[src/gf2br_pkg.sv]
// Shared types and codes for the GF(2) basis reduce-and-express block.
package gf2br_pkg;

    // Operation codes carried in the mode field of an input item.
    localparam logic [1:0] MODE_CLEAR  = 2'd0;
    localparam logic [1:0] MODE_INSERT = 2'd1;
    localparam logic [1:0] MODE_QUERY  = 2'd2;

    localparam int unsigned ITEM_VEC_BITS = 16;
    localparam int unsigned RANK_BITS     = 5;
    localparam int unsigned COMB_BITS     = 16;

    typedef struct packed {
        logic [1:0]               mode;
        logic [ITEM_VEC_BITS-1:0] vector;
    } t_in_item;

    typedef struct packed {
        logic [RANK_BITS-1:0] rank;
        logic                 independent;
        logic [COMB_BITS-1:0] combination;
        logic                 in_span;
    } t_out_item;

    typedef enum logic [1:0] {
        ST_IDLE,
        ST_SCAN,
        ST_FINISH
    } t_state;

    typedef struct packed {
        logic is_query;
        logic lead_found;
    } t_step_flags;

endpackage

[src/gf2br_ram.sv]
// Generic single-write, single-read RAM with a registered read port.
module gf2br_ram #(
    parameter int WIDTH = 16,
    parameter int DEPTH = 16
) (
    input  logic                     i_clk,
    input  logic                     i_we,
    input  logic [$clog2(DEPTH)-1:0] i_waddr,
    input  logic [WIDTH-1:0]         i_wdata,
    input  logic [$clog2(DEPTH)-1:0] i_raddr,
    output logic [WIDTH-1:0]         o_rdata
);

    logic [WIDTH-1:0] r_mem [DEPTH];
    logic [WIDTH-1:0] r_rdata;

    always_ff @(posedge i_clk) begin
        if (i_we) begin
            r_mem[i_waddr] <= i_wdata;
        end
        r_rdata <= r_mem[i_raddr];
    end

    assign o_rdata = r_rdata;

endmodule

[src/gf2br_step.sv]
// One reduction step: applies a single basis slot to the working vector.
module gf2br_step #(
    parameter int VEC_BITS = 16
) (
    input  logic [VEC_BITS-1:0]            i_v,
    input  logic [VEC_BITS-1:0]            i_slot,
    input  logic                           i_slot_valid,
    input  logic [$clog2(VEC_BITS)-1:0]    i_idx,
    input  logic [$clog2(VEC_BITS+1)-1:0]  i_pos,
    input  logic [gf2br_pkg::COMB_BITS-1:0] i_used,
    input  logic [$clog2(VEC_BITS)-1:0]    i_lead,
    input  gf2br_pkg::t_step_flags         i_flags,
    output logic [VEC_BITS-1:0]            o_v,
    output logic [$clog2(VEC_BITS+1)-1:0]  o_pos,
    output logic [gf2br_pkg::COMB_BITS-1:0] o_used,
    output logic [$clog2(VEC_BITS)-1:0]    o_lead,
    output gf2br_pkg::t_step_flags         o_flags
);
    import gf2br_pkg::*;

    localparam int PW = $clog2(VEC_BITS + 1);

    logic hit;

    always_comb begin
        hit    = i_slot_valid && i_v[i_idx];
        o_v    = hit ? (i_v ^ i_slot) : i_v;
        o_pos  = i_pos + PW'(i_slot_valid);
        o_used = i_used;
        if (hit && (32'(i_pos) < 32'(COMB_BITS))) begin
            o_used[4'(i_pos)] = 1'b1;
        end
        // Once this slot is applied, bit i_idx is final, so the first set
        // bit met from the top is the leading bit of the remainder.
        o_flags = i_flags;
        o_lead  = i_lead;
        if (!i_flags.is_query && !i_flags.lead_found && o_v[i_idx]) begin
            o_flags.lead_found = 1'b1;
            o_lead             = i_idx;
        end
    end

endmodule

[src/gf2_basis_reduce_and_express.sv]
// Top level of the GF(2) basis reduce-and-express block.
// This block keeps an echelon basis of VEC_BITS-wide bit vectors over GF(2),
// one slot per leading bit, and answers one result transfer for every input
// transfer. A clear empties the basis, an insert reduces the vector by the
// basis from the top slot down and stores any nonzero remainder, and a query
// reduces the vector the same way and reports which basis vectors (numbered
// in descending order) express it, or flags that it lies outside the span.
// An insert or query is accepted in the idle state and then scans the basis
// from the top slot down: one basis slot per cycle is read from the slot RAM
// and applied by the single shared reduction step, with each read issued one
// slot ahead of the step that uses it to cover the RAM read latency. A finish
// state then writes back any new slot and registers the result. A clear or
// the unused mode goes from idle straight to the finish state. The block
// accepts a new item only while idle, but a finished result may wait in the
// output register while the next item is accepted; the write-back cycle
// waits as long as an earlier result is still held there. There is no
// clearing pass after reset: per-slot valid bits mark the occupied slots.
module gf2_basis_reduce_and_express #(
    parameter int VEC_BITS = 16
) (
    input  logic                  i_clk,
    input  logic                  i_rst_n,
    input  logic                  i_in_valid,
    output logic                  o_in_ready,
    input  gf2br_pkg::t_in_item   i_in_item,
    output logic                  o_out_valid,
    input  logic                  i_out_ready,
    output gf2br_pkg::t_out_item  o_out_item
);
    import gf2br_pkg::*;

    localparam int AW = $clog2(VEC_BITS);
    localparam int PW = $clog2(VEC_BITS + 1);

    // Sequencer and working registers.
    t_state                r_state, n_state;
    logic [1:0]            r_mode, n_mode;
    logic [VEC_BITS-1:0]   r_v, n_v;
    logic [AW-1:0]         r_addr, n_addr;
    logic                  r_more, n_more;
    logic                  r_pend, n_pend;
    logic [AW-1:0]         r_pidx, n_pidx;
    logic [PW-1:0]         r_pos, n_pos;
    logic [COMB_BITS-1:0]  r_used, n_used;
    logic [AW-1:0]         r_lead, n_lead;
    logic                  r_lead_found, n_lead_found;

    // Basis bookkeeping: a valid bit per slot and the rank.
    logic [VEC_BITS-1:0]   r_valid, n_valid;
    logic [PW-1:0]         r_count, n_count;

    // Output register.
    logic                  r_out_valid, n_out_valid;
    t_out_item             r_out_item, n_out_item;

    // Slot RAM and shared step connections.
    logic                  ram_we;
    logic [VEC_BITS-1:0]   ram_rdata;
    logic [VEC_BITS-1:0]   step_v;
    logic [PW-1:0]         step_pos;
    logic [COMB_BITS-1:0]  step_used;
    logic [AW-1:0]         step_lead;
    t_step_flags           step_flags_in, step_flags_out;
    logic                  in_xfer;
    logic                  is_insert, is_query, span_hit;

    gf2br_ram #(
        .WIDTH (VEC_BITS),
        .DEPTH (VEC_BITS)
    ) u_slots (
        .i_clk   (i_clk),
        .i_we    (ram_we),
        .i_waddr (r_lead),
        .i_wdata (r_v),
        .i_raddr (r_addr),
        .o_rdata (ram_rdata)
    );

    assign step_flags_in.is_query   = (r_mode == MODE_QUERY);
    assign step_flags_in.lead_found = r_lead_found;

    gf2br_step #(
        .VEC_BITS (VEC_BITS)
    ) u_step (
        .i_v          (r_v),
        .i_slot       (ram_rdata),
        .i_slot_valid (r_valid[r_pidx]),
        .i_idx        (r_pidx),
        .i_pos        (r_pos),
        .i_used       (r_used),
        .i_lead       (r_lead),
        .i_flags      (step_flags_in),
        .o_v          (step_v),
        .o_pos        (step_pos),
        .o_used       (step_used),
        .o_lead       (step_lead),
        .o_flags      (step_flags_out)
    );

    assign o_in_ready  = (r_state == ST_IDLE);
    assign in_xfer     = i_in_valid && o_in_ready;
    assign o_out_valid = r_out_valid;
    assign o_out_item  = r_out_item;

    assign is_insert = (r_mode == MODE_INSERT);
    assign is_query  = (r_mode == MODE_QUERY);
    assign span_hit  = is_query && (r_v == '0);

    always_ff @(posedge i_clk) begin
        if (!i_rst_n) begin
            r_state <= ST_IDLE;
        end else begin
            r_state <= n_state;
        end
    end

    always_ff @(posedge i_clk) begin
        if (!i_rst_n) begin
            r_valid      <= '0;
            r_count      <= '0;
            r_out_valid  <= 1'b0;
            r_pend       <= 1'b0;
            r_more       <= 1'b0;
            r_lead_found <= 1'b0;
        end else begin
            r_valid      <= n_valid;
            r_count      <= n_count;
            r_out_valid  <= n_out_valid;
            r_pend       <= n_pend;
            r_more       <= n_more;
            r_lead_found <= n_lead_found;
        end
        r_mode     <= n_mode;
        r_v        <= n_v;
        r_addr     <= n_addr;
        r_pidx     <= n_pidx;
        r_pos      <= n_pos;
        r_used     <= n_used;
        r_lead     <= n_lead;
        r_out_item <= n_out_item;
    end

    always_comb begin
        n_state      = r_state;
        n_mode       = r_mode;
        n_v          = r_v;
        n_addr       = r_addr;
        n_more       = r_more;
        n_pend       = r_pend;
        n_pidx       = r_pidx;
        n_pos        = r_pos;
        n_used       = r_used;
        n_lead       = r_lead;
        n_lead_found = r_lead_found;
        n_valid      = r_valid;
        n_count      = r_count;
        n_out_item   = r_out_item;
        n_out_valid  = r_out_valid && !i_out_ready;
        ram_we       = 1'b0;

        unique case (r_state)
            ST_IDLE: begin
                if (in_xfer) begin
                    n_mode       = i_in_item.mode;
                    n_v          = VEC_BITS'(64'(i_in_item.vector));
                    n_addr       = AW'(VEC_BITS - 1);
                    n_more       = 1'b1;
                    n_pend       = 1'b0;
                    n_pos        = '0;
                    n_used       = '0;
                    n_lead       = '0;
                    n_lead_found = 1'b0;
                    if ((i_in_item.mode == MODE_INSERT) ||
                        (i_in_item.mode == MODE_QUERY)) begin
                        n_state = ST_SCAN;
                    end else begin
                        // Clear takes effect at once; the unused code only
                        // reports the current rank.
                        if (i_in_item.mode == MODE_CLEAR) begin
                            n_valid = '0;
                            n_count = '0;
                        end
                        n_state = ST_FINISH;
                    end
                end
            end

            ST_SCAN: begin
                // Reads are issued one slot ahead of the step that uses them.
                if (r_pend) begin
                    n_v          = step_v;
                    n_pos        = step_pos;
                    n_used       = step_used;
                    n_lead       = step_lead;
                    n_lead_found = step_flags_out.lead_found;
                end
                n_pidx = r_addr;
                n_pend = r_more;
                if (r_more) begin
                    if (r_addr == '0) begin
                        n_more = 1'b0;
                    end else begin
                        n_addr = r_addr - AW'(1);
                    end
                end
                if (r_pend && (r_pidx == '0)) begin
                    n_pend  = 1'b0;
                    n_state = ST_FINISH;
                end
            end

            ST_FINISH: begin
                if (!r_out_valid || i_out_ready) begin
                    if (is_insert && r_lead_found) begin
                        ram_we          = 1'b1;
                        n_valid[r_lead] = 1'b1;
                        n_count         = r_count + PW'(1);
                    end
                    n_out_item.rank        = RANK_BITS'(n_count);
                    n_out_item.independent = is_insert && r_lead_found;
                    n_out_item.combination = span_hit ? r_used : '0;
                    n_out_item.in_span     = span_hit;
                    n_out_valid            = 1'b1;
                    n_state                = ST_IDLE;
                end
            end

            default: begin
                n_state = ST_IDLE;
            end
        endcase
    end

`ifndef SYNTHESIS
    // The rank always matches the number of occupied slots.
    a_count_matches_valid: assert property (@(posedge i_clk) disable iff (!i_rst_n)
        $countones(r_valid) == 32'(r_count))
        else $error("rank differs from number of occupied slots");

    // The rank never exceeds the number of slots.
    a_count_bounded: assert property (@(posedge i_clk) disable iff (!i_rst_n)
        32'(r_count) <= VEC_BITS)
        else $error("rank exceeds slot count");

    // A clear transfer empties the basis on the next cycle.
    a_clear_empties: assert property (@(posedge i_clk) disable iff (!i_rst_n)
        (in_xfer && (i_in_item.mode == MODE_CLEAR)) |=> (r_valid == '0))
        else $error("clear did not empty the basis");

    // A new result is loaded only when the output register is free or drained.
    a_no_overwrite: assert property (@(posedge i_clk) disable iff (!i_rst_n)
        (r_state == ST_FINISH && r_out_valid && !i_out_ready) |=> (r_state == ST_FINISH))
        else $error("result finished while output register was held");
`endif

endmodule
[config.mk]
export PLATFORM = sky130hd
export DESIGN_NAME = gf2_basis_reduce_and_express
export DESIGN_NICKNAME = d
export VERILOG_FILES = /design/src/gf2br_pkg.sv /design/src/gf2br_ram.sv /design/src/gf2br_step.sv /design/src/gf2_basis_reduce_and_express.sv
export SDC_FILE = /design/constraint.sdc
export NUM_CORES = 1
export LEC_CHECK = 0
export BUFFER_PORTS_ARGS = -buffer_cell sky130_fd_sc_hd__clkbuf_2
export CAP_MARGIN = 20
export CORE_UTILIZATION = 60
export CTS_CLUSTER_DIAMETER = 150
export DETAILED_ROUTE_END_ITERATION = 8
export GPL_ROUTABILITY_DRIVEN = 1
export PLACE_DENSITY = 0.87
export REMOVE_ABC_BUFFERS = 1
export SLEW_MARGIN = 20
export SYNTH_ARGS = -nofsm -noshare
export SYNTH_HDL_FRONTEND = slang
export SYNTH_SLANG_ARGS = --single-unit
export TNS_END_PERCENT = 5
[constraint.sdc]
create_clock -name i_clk -period 3.8 [get_ports i_clk]
set_clock_uncertainty 0.2 [all_clocks]
set_input_delay 0.19 -clock i_clk [delete_from_list [all_inputs] [get_ports i_clk]]
set_output_delay 0.19 -clock i_clk [all_outputs]
set_load 0.1 [all_outputs]
; ---- After elaboration in Yosys (flattened, before gate mapping)
; Memories as Yosys holds them, arrays and structs flattened. A register that Yosys moved wholly into a read port is not among the register bits.
; Index checks and enable logic that the tools add are counted.
[op_classes]
n_eq_ne = 17
n_lt_le_gt_ge = 6
n_mux = 63
n_bitwise = 3
n_addsub = 3
reduce_logical = 34
[ops]
columns = operator, n
row1 = $mux W16, 11
row2 = $pmux W16 S2, 3
row3 = $mux W5, 7
row4 = $or A16 B16 Y16, 2
row5 = $mux W4, 6
row6 = $pmux W5 S2, 2
row7 = $mux W1, 19
row8 = $logic_not A16 Y1, 1
row9 = $pmux W4 S2, 2
row10 = $xor A16 B16 Y16, 1
row11 = $lt A4 B5 Y1 const B, 3
row12 = $ne A2 B2 Y1 const B, 7
row13 = $bmux W1 S4, 3
row14 = $reduce_and A4 Y1, 3
row15 = $logic_and A1 B1 Y1, 11
row16 = $demux W1 S4, 2
row17 = $ge A4 B1 Y1 const B, 2
row18 = $logic_not A4 Y1, 2
row19 = $mux W2, 4
row20 = $ne A2 B1 Y1 const B, 4
row21 = $eq A2 B1 Y1 const B, 3
row22 = $eq A2 B2 Y1 const B, 3
row23 = $pmux W1 S2, 3
row24 = $pmux W2 S3, 1
row25 = other kinds (12), 21
[word_totals]
elab_cells = 145
ram_bits = 256
output_inout_bits = 25
ff_bits = 101
mem_count = 1
inputBits = 22
[mem_list]
columns = name, words, width, rd, rd_clocked_by_memory_dff, wr, line_no
row1 = u_slots.r_mem, 16, 16, 1, 1, 1, gf2br_ram.sv:14  ; logic [WIDTH-1:0] r_mem [DEPTH];

; ---- Longest topological paths before layout
; Gate-level depths: netlist of the first run.
[depth]
word_depth = 10
ltp_mapped = 11
depth_no_buf = 9

; ---- By module
; From an unflattened synthesis of the first run, not the netlist that was laid out.
[unflattened]
hier_cells = 889
area_unflattened_um2 = 15269.6
[by_module_without_submodules]
columns = module, area_per_inst_um2, n_inst, cells_per_inst, seq_area_each_um2
row1 = gf2br_ram, 10043.4, 1, 432, 8007.7
row2 = gf2_basis_reduce_and_express, 4184.0, 1, 315, 2762.6
row3 = gf2br_step, 1042.2, 1, 142, 0.0

; ---- Worst setup path after synthesis of the first run
; No wires, ideal clock.
[synth_timing]
path_type = flip-flop to flip-flop
from = register r_state[1]
to = register r_used[0], enable pin
period_less_slack_ns = 3.804
setup_slack_ns = -0.004
path_stages_with_launch = 7
t_arrival_ns = 3.209
setup_ns = 0.394
t_required_ns = 3.206
n_path_buf = 1
path_cell_list = dfxtp_1 clkbuf_1 nor2_1 nand2_1 inv_1 a21oi_1 a21oi_1
[synth_via]
elab_chain_cells = 4
word_cells_on_any_way = 8
classes_between = eq/ne (4) / reduce/logical (4)
[synth_lines]
columns = element, line_no
row1 = start: declaration, gf2_basis_reduce_and_express.sv:36  ; t_state r_state, n_state;
row2 = start signal: assignment, gf2_basis_reduce_and_express.sv:113  ; r_state <= n_state;
row3 = $logic_not A2 Y1 (*), gf2_basis_reduce_and_express.sv:100  ; assign o_in_ready = (r_state == ST_IDLE);
row4 = named net o_in_ready, gf2_basis_reduce_and_express.sv:24  ; output logic o_in_ready,
row5 = $logic_and A1 B1 Y1, gf2_basis_reduce_and_express.sv:101  ; assign in_xfer = i_in_valid && o_in_ready;
row6 = $ne A2 B1 Y1 (no source line), n/a
row7 = $reduce_and A4 Y1 (no source line) (*), n/a
row8 = end signal: assignment, gf2_basis_reduce_and_express.sv:138  ; r_used <= n_used;
row9 = end: declaration, gf2_basis_reduce_and_express.sv:44  ; logic [COMB_BITS-1:0] r_used, n_used;
; The timed path passes the listed nets; every way through them passes the cells marked *.
; A chain may end at the register's enable or synchronous reset.

; ---- Final worst setup path of the first run
[layout_timing]
from = register r_pidx[0]
to = register r_lead[1], enable pin
[layout_via]
elab_chain_cells = 9
word_cells_on_any_way = 11
classes_between = eq/ne (1) / mux (7) / reduce/logical (3)
[layout_lines]
columns = element, line_no
row1 = start: declaration, gf2_basis_reduce_and_express.sv:42  ; logic [AW-1:0] r_pidx, n_pidx;
row2 = start signal: assignment, gf2_basis_reduce_and_express.sv:136  ; r_pidx <= n_pidx;
row3 = $bmux W1 S4 (on tied branches), "gf2_basis_reduce_and_express.sv:87, gf2br_step.sv:26"
row4 = $mux W1 (on tied branches), "gf2_basis_reduce_and_express.sv:87, gf2br_step.sv:26"
row5 = $logic_and A1 B1 Y1, gf2br_step.sv:26  ; hit = i_slot_valid && i_v[i_idx];
row6 = $mux W16, gf2br_step.sv:27  ; o_v = hit ? (i_v ^ i_slot) : i_v;
row7 = $bmux W1 S4 (*), gf2br_step.sv:37  ; if (!i_flags.is_query && !i_flags.lead_found && o_v[i_idx]) begin
row8 = $mux W1 (implied by the code) (*), gf2br_step.sv:37
row9 = $logic_and A1 B1 Y1 (*), gf2br_step.sv:37
row10 = $ne A2 B1 Y1 (no source line) (*), n/a
row11 = $reduce_and A4 Y1 (no source line) (*), n/a
row12 = end signal: assignment, gf2_basis_reduce_and_express.sv:139  ; r_lead <= n_lead;
row13 = end: declaration, gf2_basis_reduce_and_express.sv:45  ; logic [AW-1:0] r_lead, n_lead;
; Every way passes the cells marked *; elsewhere a longest branch is shown, timed or not. The select of a mux whose other input is x is not followed.

==> flow_summary.yaml, run 1 <==
setup_path:
  rr_startpoint: "r_pidx[0]"
  end_kind: "register"
  crit_fanout: 14
  rrSetupSlack_ns: 0.22
  crit_type: "register to register"
  start_kind: "register"
  reg2reg_depth: 9
  required_ns: 3.78
  r2r-end: "r_lead[1]"
  arrival_ns: 3.56
grt:
  grt_antenna_before_repair: 0
  grt_pass1_wl_um: 55100
  overflow: 0
  grt_pass1_vias: 9294
  grt_max_degree: 59
  grt_usage_pct: 28.9
die:
  rows: 57
  coreArea_um2: 24600
  io_pins: 47
  die_w_um: 161
  die_h_um: 161
  design.die.area_um2: 26100
  start_util_pct: 62.0
sta:
  min_period_over_period_pct: 94.3
  period_needed_ns: 3.58
  worstMarginPinSlew_ns: 0.997
  max_slew_margin_pct: 33.4
  setup_viol: 0
  finalMaxSlewViolations: 0
  rsz0062_at_grt: "no"
  fmax_mhz: 279
  hold_viol_final: 0
outcome:
  outcome: "completed"
logic_synthesis:
  async_flop_share_pct: 0
  synth_area_um2: 15300
  ys_ff_latch: 373
  synth_ff_type: "edfxtp_1"
  syn_avg_cell_area_um2: 15.1
  ys_warn_count: 0
  netlist_instances: 1013
  ys_seq_area_share_pct: 70.6
  ys_types: 55
  synth_enable_flop_cells: 330
layout:
  layoutNonFillerInstCount: 1474
  n_fill_cell: 1515
  layout_common_cells: "edfxtp_1, nand2_1, nor2_1"
  drive_above_1_share_pct: 18.6
  final_common_cell: "edfxtp_1"
  seqCellArea_um2: 10800
  nNetsFinal: 1149
  area_growth_pct: 15.0
  multi_input_area_um2: 4230
  n_antenna_cell: 0
clock_tree:
  cts-hold-fix-buffers: 22
  clock-sinks: 373
  ctsResizeCount: 0
  clk_pin_slew_ns: 0.06
  insertion_delay_ns: 0.52
  cts_tree: "yes"
  clockRootBuffer: "clkbuf_16"
  cts_setup_buffers: 0
  clk_path_buf_depth: 3
  ctsHtreeMaxLevel: 2
  cts_made_buffers: 37
detailed_routing:
  drt-vias-per-instance: 6.32
  finalWirelength_um: 36600
  ant_nets: 0
  vias: 9322
  wl_per_cell_um: 24.8
  drc: 0
  first_pass_iters: 5
  dr.first_iter.drc_count: 978
worst_hold_path:
  hold_path_depth: 2
  hold-path-endpoint: "r_mode[0]"
  hp-class: "input port to register"
  worstHoldStart: "i_in_item[16]"
placed_design:
  gp_congestion: 0.946
  portBuffers: 46
  dp.cells: 1385
  dp_hpwl_um: 22400
pwr:
  ir_drop_mv: 0.400
  total_power_mw: 8.87
  power.leakage_nw: 6.43
  power_density_nw_per_um2: 506
flow_run:
  max_cap_viol_count: 0
worst max-delay path, stage by stage, from the launching register on:
cell	delay [ns]
edfxtp_1	0.35
buf_4	0.25
buf_4	0.25
mux4_2	0.53
a22oi_2	0.58
a21boi_4	0.24
a31oi_1	0.21
and3_1	0.18
nand3_2	0.10
o21ai_1	0.35
power breakdown:
part	total, mW	switching [mW]	internal (mW)
Combinational	0.552	0.374	0.179
Clock	3.66	1.49	2.17
Sequential	4.66	0.0726	4.59
Total	8.87	1.94	6.94
cells by family after synthesis:
logic type / after synthesis / share of synthesized area [%]
flip-flops: 373 / 70.6
AND/OR/NAND/NOR: 265 / 8.04
AO/OA/AOI/OAI: 168 / 7.13
multiplexers: 112 / 10.5
buffers and inverters: 65 / 1.90
XOR/XNOR: 25 / 1.44
adder cells (fa/ha/maj): 5 / 0.410
stage by stage:
stage	setup TNS, ns	worst slack, ns	hold WS (ns)	cell area [um^2]	util, %
6_report	0	0.217	0.234	17500	71.3
5_1_grt	0	0.0560	0.221	17500	71.3
4_1_cts	0	0.291	0.213	17500	71.3
3_5_place_dp	0	0.293	0.203	16100	65.5
3_3_place_gp	0	0.409	0.199	16100	65.5
2_1_floorplan	-23.01	-1.18	0.0889	15000	-
synthesized netlist by cell type, drive strengths merged (15+ instances only):
cell    instances  area share (%)
edfxtp        330              65
nand2          90             2.2
nor2           80             2.0
mux2i          73             4.8
a21oi          50             1.7
o21ai          48             1.6
dfxtp          43             5.6
mux4           38             5.6
clkbuf         33            0.81
and2           27             1.1
buf            21            0.82
a221oi         18             1.1
a22oi          17            0.87
xnor2          16            0.92
nand3          15            0.52
layer usage:
layer / vias to the layer above / wire length [um] / share of wire [%] / GRT usage (%)
li1: 4081 / - / - / -
met1: 4627 / 13700 / 38 / 37.7
met2: 522 / 18300 / 50 / 48.3
met3: 92 / 3380 / 9.3 / 6.21
met4: 0 / 1180 / 3.2 / 9.82
met5: - / 0 / 0 / 0
worst max path at each step:
stage | from | end | slack, ns | cells after the start
2_1_floorplan | r_addr[0] | r_addr[0] | -1.18 | 4
3_3_place_gp | r_pidx[0] | r_lead[1] | 0.41 | 9
3_5_place_dp | r_pidx[0] | r_lead[1] | 0.29 | 9
4_1_cts | r_pidx[0] | r_lead[1] | 0.29 | 9
5_1_grt | r_pidx[0] | r_lead[2] | 0.06 | 9
6_report | r_pidx[0] | r_lead[1] | 0.22 | 9
state kept, by name, summed over array words and instances (netlist names):
register         cells
o_out_valid          1
r_pos                5
r_count              5
r_lead               4
r_pend               1
u_slots.r_mem      256
r_lead_found         1
r_pidx               4
r_mode               2
r_state              2
r_valid             16
r_v                 16
r_addr               4
r_used              16
r_more               1
o_out_item          23
u_slots.o_rdata     16
final cells by class:
| cell class | count | area share (%) |
|---|---|---|
| Sequential cell | 373 | 61.4 |
| Multi-Input combinational cell | 575 | 24.1 |
| Clock buffer | 50 | 5.85 |
| Timing Repair Buffer | 124 | 5.11 |
| Tap cell | 324 | 2.31 |
| Clock inverter | 17 | 1.04 |
| Inverter | 11 | 0.235 |
Note: power is estimated with default switching activity, not from simulation.
==> inputs of run 2 (changes only) <==
--- a/config.mk
+++ b/config.mk
@@ -5,6 +5,7 @@
 export SDC_FILE = /design/constraint.sdc
 export NUM_CORES = 1
 export LEC_CHECK = 0
+export ABC_AREA = 1
 export BUFFER_PORTS_ARGS = -buffer_cell sky130_fd_sc_hd__clkbuf_2
 export CAP_MARGIN = 20
 export CORE_UTILIZATION = 60
==> run 2 against run 1 <==
  * Area after synthesis rose by 0.38%
  * Sequential share of layout area barely moved
  * Utilization fell by 1.5 points
  * Combinational power rose by 130%
  * Setup slack improved by 0.22 ns
  * Sequential power rose by 6.4%
  * Sequential cell count did not move
  * Critical path type unchanged
  * Critical endpoint is now r_lead[0]
==> flow_summary.yaml, run 2 <==
outcome:
  outcome: "completed"
layout:
  design_area_um2: 17500
  drive_above_1_share_pct: 12.0
  layoutNonFillerInstCount: 1786
  n_antenna_cell: 0
  utilization_pct: 69.9
  final_common_cell: "edfxtp_1"
  area_growth_pct: 14.5
  nNetsFinal: 1455
  largest_reg_flops: 256
  regMostFlops: "u_slots.r_mem"
  layout_common_cells: "edfxtp_1, nand2_1, nand3_1"
grt:
  grt_pass1_vias: 10800
  grt_pass1_wl_um: 59300
  grt_usage_pct: 30.4
  grt_max_degree: 131
  grt_antenna_before_repair: 0
  overflow: 0
pwr:
  p_seq_share_pct: 51.0
  p_sw_share_pct: 27.0
  ir_drop_mv: 0.314
  internal-power_mw: 7.11
  p_comb_share_pct: 12.9
  power.leakage_nw: 6.31
  power_density_nw_per_um2: 555
  clkPwrFrac_pct: 36.1
  power.switching_mw: 2.63
setup_path:
  crit_chain: "inv_4, nand2_1, nand3_1, nand3_1, nand3_1, nand2_4, nand2_4, nand2_1, nand3_1, nand3_1, nand3_1, nand3_1, nand3_1, nand2_1, nand2_1, inv_1"
  start_kind: "register"
  cpPeakStageDelay_ns: 0.78
  crit_slowest_cell: "edfxtp_1"
  arrival_ns: 3.38
  crit_fanout: 26
  crit_type: "register to register"
  end_kind: "register"
  cpMostUsedCell: "nand3_1"
  required_ns: 3.82
logic_synthesis:
  async_flop_share_pct: 0
  synth_enable_flop_cells: 330
  synth.area.top_cells: "edfxtp_1, nand2_1, dfxtp_1, nand3_1, nor2_1"
  netlist_instances: 1344
  yosys-top-cells-count: "edfxtp_1, nand2_1, nand3_1, nor2_1, inv_1"
  ys_warn_count: 0
  ys_seq_area_share_pct: 70.3
  syn_avg_cell_area_um2: 11.4
  ys_types: 31
  synth_top_area_share_pct: 64.7
  synth_area_um2: 15300
  ys_ff_latch: 373
  synth_ff_type: "edfxtp_1"
  yosysMostFrequentCell: "edfxtp_1"
  synth_largest_area_cell: "edfxtp_1"
sta:
  rsz0062_at_grt: "no"
  period_needed_ns: 3.36
  hold_slack_ns: 0.206
  setup_tns_ns: 0
  setup_viol: 0
  fmax_mhz: 297
  min_period_over_period_pct: 88.5
  max_slew_margin_pct: 38.8
  finalMaxSlewViolations: 0
  worstMarginPinSlew_ns: 0.919
  hold_viol_final: 0
clock_tree:
  clock-sinks: 373
  ctsResizeCount: 0
  clk_path_buf_depth: 3
  cts_made_buffers: 37
  insertion_delay_ns: 0.54
  cts-hold-fix-buffers: 21
  cts_tree: "yes"
  cts_setup_buffers: 0
  ctsHtreeMaxLevel: 2
  clk_pin_slew_ns: 0.06
  clockRootBuffer: "clkbuf_16"
detailed_routing:
  drt-vias-per-instance: 6.20
  finalWirelength_um: 38900
  dr.first_iter.drc_count: 1693
  wl_per_cell_um: 21.8
  ant_nets: 0
  drc: 0
  vias: 11100
  first_pass_iters: 6
placed_design:
  dp_hpwl_um: 22900
  gp_congestion: 0.930
  portBuffers: 46
  post_dp_cell_area_um2: 16200
  dp.cells: 1698
flow_run:
  max_cap_viol_count: 0
die:
  die_w_um: 162
  design.die.area_um2: 26200
  io_pins: 47
  start_util_pct: 61.0
  rows: 58
  die_h_um: 162
  coreArea_um2: 25100
worst_hold_path:
  hp-class: "input port to register"
==> run 2: cell types whose count changed in the layout (fill, tap and decap cells not counted), moves of 37 or more <==
cell / before / now
mux2i_1: 73 / 0
nand2_1: 90 / 272
nand3_1: 14 / 152
mux4_2: 38 / 0
inv_1: 11 / 92
o21ai_0: 41 / 78
==> run 2: per-layer routing <==
metal / up-vias / part of all wire [%] / GRT usage, %
li1: 4930 / - / -
met1: 5290 / 37 / 40.5
met5: - / 0 / 0
met4: 0 / 3.9 / 14.2
met2: 739 / 48 / 49.0
met3: 118 / 11 / 5.52
==> run 2: power groups by stage <==
stage	logic [mW]	clock network (mW)	registers, mW
3_5_place_dp	1.20	0	5.04
4_1_cts	1.23	3.51	4.96
2_1_floorplan	0.618	0	5.23
3_3_place_gp	1.17	0	5.03
5_1_grt	1.35	3.68	4.99
6_report	1.25	3.52	4.96
==> run 2: final cells by class <==
| class | count | area (um^2) |
|---|---|---|
| timing repair buffer | 114 | 856 |
| inverter | 97 | 368 |
| multi-input combinational | 805 | 3970 |
| clock inverter | 12 | 87.6 |
| tap | 330 | 413 |
| clock buffer | 55 | 1080 |
| sequential | 373 | 10800 |
| fill | 1640 | 7570 |
==> run 2: metrics by stage <==
step                      total power, mW  setup slack, ns
after floorplan                      5.85            -2.06
after global placement               6.20            0.659
after detailed placement             6.24            0.586
after CTS                            9.70            0.557
after global routing                 10.0            0.187
final                                9.73            0.436
==> run 2: logic make-up (layout without fill, tap and decap cells) <==
logic type               Yosys count  count (layout)  share of synthesized area (%)
AND/OR/NAND/NOR                  599             599                           16.9
adder cells (fa/ha/maj)            5               5                          0.408
AO/OA/AOI/OAI                    180             180                           6.77
XOR/XNOR                          21              21                           1.20
flip-flops                       373             373                           70.3
buffers and inverters            166             278                           4.35
==> run 2: path summary, 6_finish.rpt <==
| check | startpoint | to | slack (ns) | cells after the start |
|---|---|---|---|---|
| setup / recovery | r_pidx[0] | r_lead[0] | 0.44 | 16 |
| hold / removal | i_in_item[17] | r_mode[1] | 0.21 | 2 |
| setup reg to reg | r_pidx[0] | r_lead[0] | 0.44 | 16 |
| hold reg to reg | r_valid[9] | r_valid[9] | 0.27 | 2 |
==> run 2: critical path: cells and delay by family (launching register included) <==
family	cells	cell delay [ns]
flip-flops	1	0.78
AND/OR/NAND/NOR	14	1.61
buffers and inverters	2	0.45
==> inputs of run 3 (changes only) <==
--- a/config.mk
+++ b/config.mk
@@ -9,6 +9,7 @@
 export BUFFER_PORTS_ARGS = -buffer_cell sky130_fd_sc_hd__clkbuf_2
 export CAP_MARGIN = 20
 export CORE_UTILIZATION = 60
+export CTS_BUF_LIST = sky130_fd_sc_hd__clkbuf_2
 export CTS_CLUSTER_DIAMETER = 150
 export DETAILED_ROUTE_END_ITERATION = 8
 export GPL_ROUTABILITY_DRIVEN = 1
==> run 3 against run 2 <==
  * Critical path depth did not move
  * Setup slack improved by 0.057 ns
  * Combinational power barely moved
  * Worst hold slack improved by 0.026 ns
  * Register-to-register slack improved by 0.06 ns
  * Clock power fell by 28%
  * Wire length fell by 0.23%
  * Global-route usage barely moved
  * Die area did not move
  * Via count rose by 3.5%
  * Fmax rose by 1.7%
  * Cell area fell by 0.77%
==> flow_summary.yaml, run 3 (synthesized netlist as in run 2, its figures left out) <==
pwr:
  power.switching_mw: 2.68
  p_comb_share_pct: 14.4
  internal-power_mw: 6.10
  clkPwrFrac_pct: 29.1
  p_seq_share_pct: 56.5
  total_power_mw: 8.78
  power_density_nw_per_um2: 504
  power.leakage_nw: 6.45
  ir_drop_mv: 0.276
  p_sw_share_pct: 30.6
clock_tree:
  clk_path_buf_depth: 3
  insertion_delay_ns: 0.91
  clockRootBuffer: "clkbuf_2"
  ctsHtreeMaxLevel: 3
  clk_pin_slew_ns: 0.09
  cts_made_buffers: 87
  cts_tree: "yes"
  clock-sinks: 373
  ctsResizeCount: 0
detailed_routing:
  drt-vias-per-instance: 6.02
  drc: 0
  first_pass_iters: 8
  ant_nets: 0
  finalWirelength_um: 38800
  dr.first_iter.drc_count: 1623
  wl_per_cell_um: 20.4
  vias: 11500
sta:
  finalMaxSlewViolations: 0
  hold_slack_ns: 0.232
  worstMarginPinSlew_ns: 0.956
  rsz0062_at_grt: "no"
  hold_viol_final: 0
  min_period_over_period_pct: 87.0
  setup_tns_ns: 0
  period_needed_ns: 3.31
  setup_viol: 0
  max_slew_margin_pct: 36.3
  fmax_mhz: 302
die:
  start_util_pct: 61.0
  rows: 58
  io_pins: 47
  die_h_um: 162
  coreArea_um2: 25100
  die_w_um: 162
  design.die.area_um2: 26200
setup_path:
  start_kind: "register"
  end_kind: "register"
  crit_fanout: 26
  arrival_ns: 3.69
  required_ns: 4.19
  crit_type: "register to register"
placed_design:
  portBuffers: 46
  dp.cells: 1698
  dp_hpwl_um: 22900
  gp_congestion: 0.930
layout:
  regMostFlops: "u_slots.r_mem"
  largest_reg_flops: 256
  nNetsFinal: 1527
  final_common_cell: "edfxtp_1"
  seqCellArea_um2: 10800
  drive_above_1_share_pct: 16.8
  multi_input_area_um2: 3970
  utilization_pct: 69.3
  area_growth_pct: 13.6
  layout_common_cells: "edfxtp_1, nand2_1, clkbuf_2"
  n_fill_cell: 1728
  layoutNonFillerInstCount: 1905
grt:
  grt_usage_pct: 30.4
  grt_pass1_vias: 11200
  grt_pass1_wl_um: 59500
  overflow: 0
  grt_max_degree: 131
  grt_antenna_before_repair: 1
worst_hold_path:
  hp-class: "input port to register"
outcome:
  outcome: "completed"
flow_run:
  max_cap_viol_count: 0
## run 3: changes by cell type in the layout (fill, tap and decap cells not counted)
cell | before | now
clkbuf_2 | 46 | 183
clkbuf_16 | 39 | 0
dlygate4sd3_1 | 21 | 43
clkinv_1 | 5 | 20
clkbuf_1 | 12 | 0
clkinv_2 | 7 | 2
diode_2 | 0 | 5
clkbuf_8 | 4 | 0
inv_2 | 1 | 3
clkinvlp_4 | 1 | 0
inv_6 | 1 | 0
## run 3: area by class of cell
| class | instances | area share (%) |
|---|---|---|
| repair buffers | 136 | 6.18 |
| clock inverters | 22 | 0.633 |
| diodes | 5 | 0.0719 |
| clock buffers | 137 | 3.94 |
| flip-flops and latches | 373 | 61.9 |
| well taps | 330 | 2.37 |
| multi-input cells | 805 | 22.8 |
| inverters | 97 | 2.11 |
## run 3: through the flow
step	setup slack, ns	cell area, um^2
2_1_floorplan	-2.06	15000
3_3_place_gp	0.659	16200
3_5_place_dp	0.586	16200
4_1_cts	0.579	17400
5_1_grt	0.215	17400
6_report	0.493	17400
## run 3: worst paths after layout
path / from / endpoint / slack, ns / cells past startpoint
setup / recovery: r_pidx[0] / r_lead[2] / 0.49 / 16
hold / removal: i_in_item[17] / r_state[1] / 0.23 / 7
setup reg to reg: r_pidx[0] / r_lead[2] / 0.49 / 16
hold reg to reg: r_valid[9] / r_valid[9] / 0.28 / 2
## run 3: power groups by stage
stage / Combinational, mW / Clock [mW] / Sequential, mW
after floorplan: 0.618 / 0 / 5.23
after global placement: 1.17 / 0 / 5.03
after detailed placement: 1.20 / 0 / 5.04
after CTS: 1.24 / 2.57 / 4.95
after global routing: 1.36 / 2.78 / 4.98
final: 1.27 / 2.55 / 4.96
## run 3: repair_timing
action,CTS,global route
hold endpoints to repair,79,0
hold buffers,43,0
setup buffers,0,0
## run 3: per-layer routing
layer	global-route usage, %	share of wire, %	wire, um	up-vias
li1	-	-	-	5134
met1	39.0	36	13900	5391
met2	48.0	48	18600	803
met3	7.43	12	4610	139
met4	16.5	4.4	1690	0
met5	0	0	0	-
## run 3: critical path: stages, from the launching register on
cell and delay (ns):
edfxtp_1 0.79, inv_4 0.25, nand2_1 0.14, nand3_1 0.07
nand3_1 0.09, nand3_1 0.12, nand2_4 0.23, nand2_4 0.18
nand2_1 0.12, nand3_1 0.08, nand3_1 0.12, nand3_1 0.10
nand3_1 0.11, nand3_1 0.08, nand2_1 0.06, nand2_1 0.08
inv_1 0.20
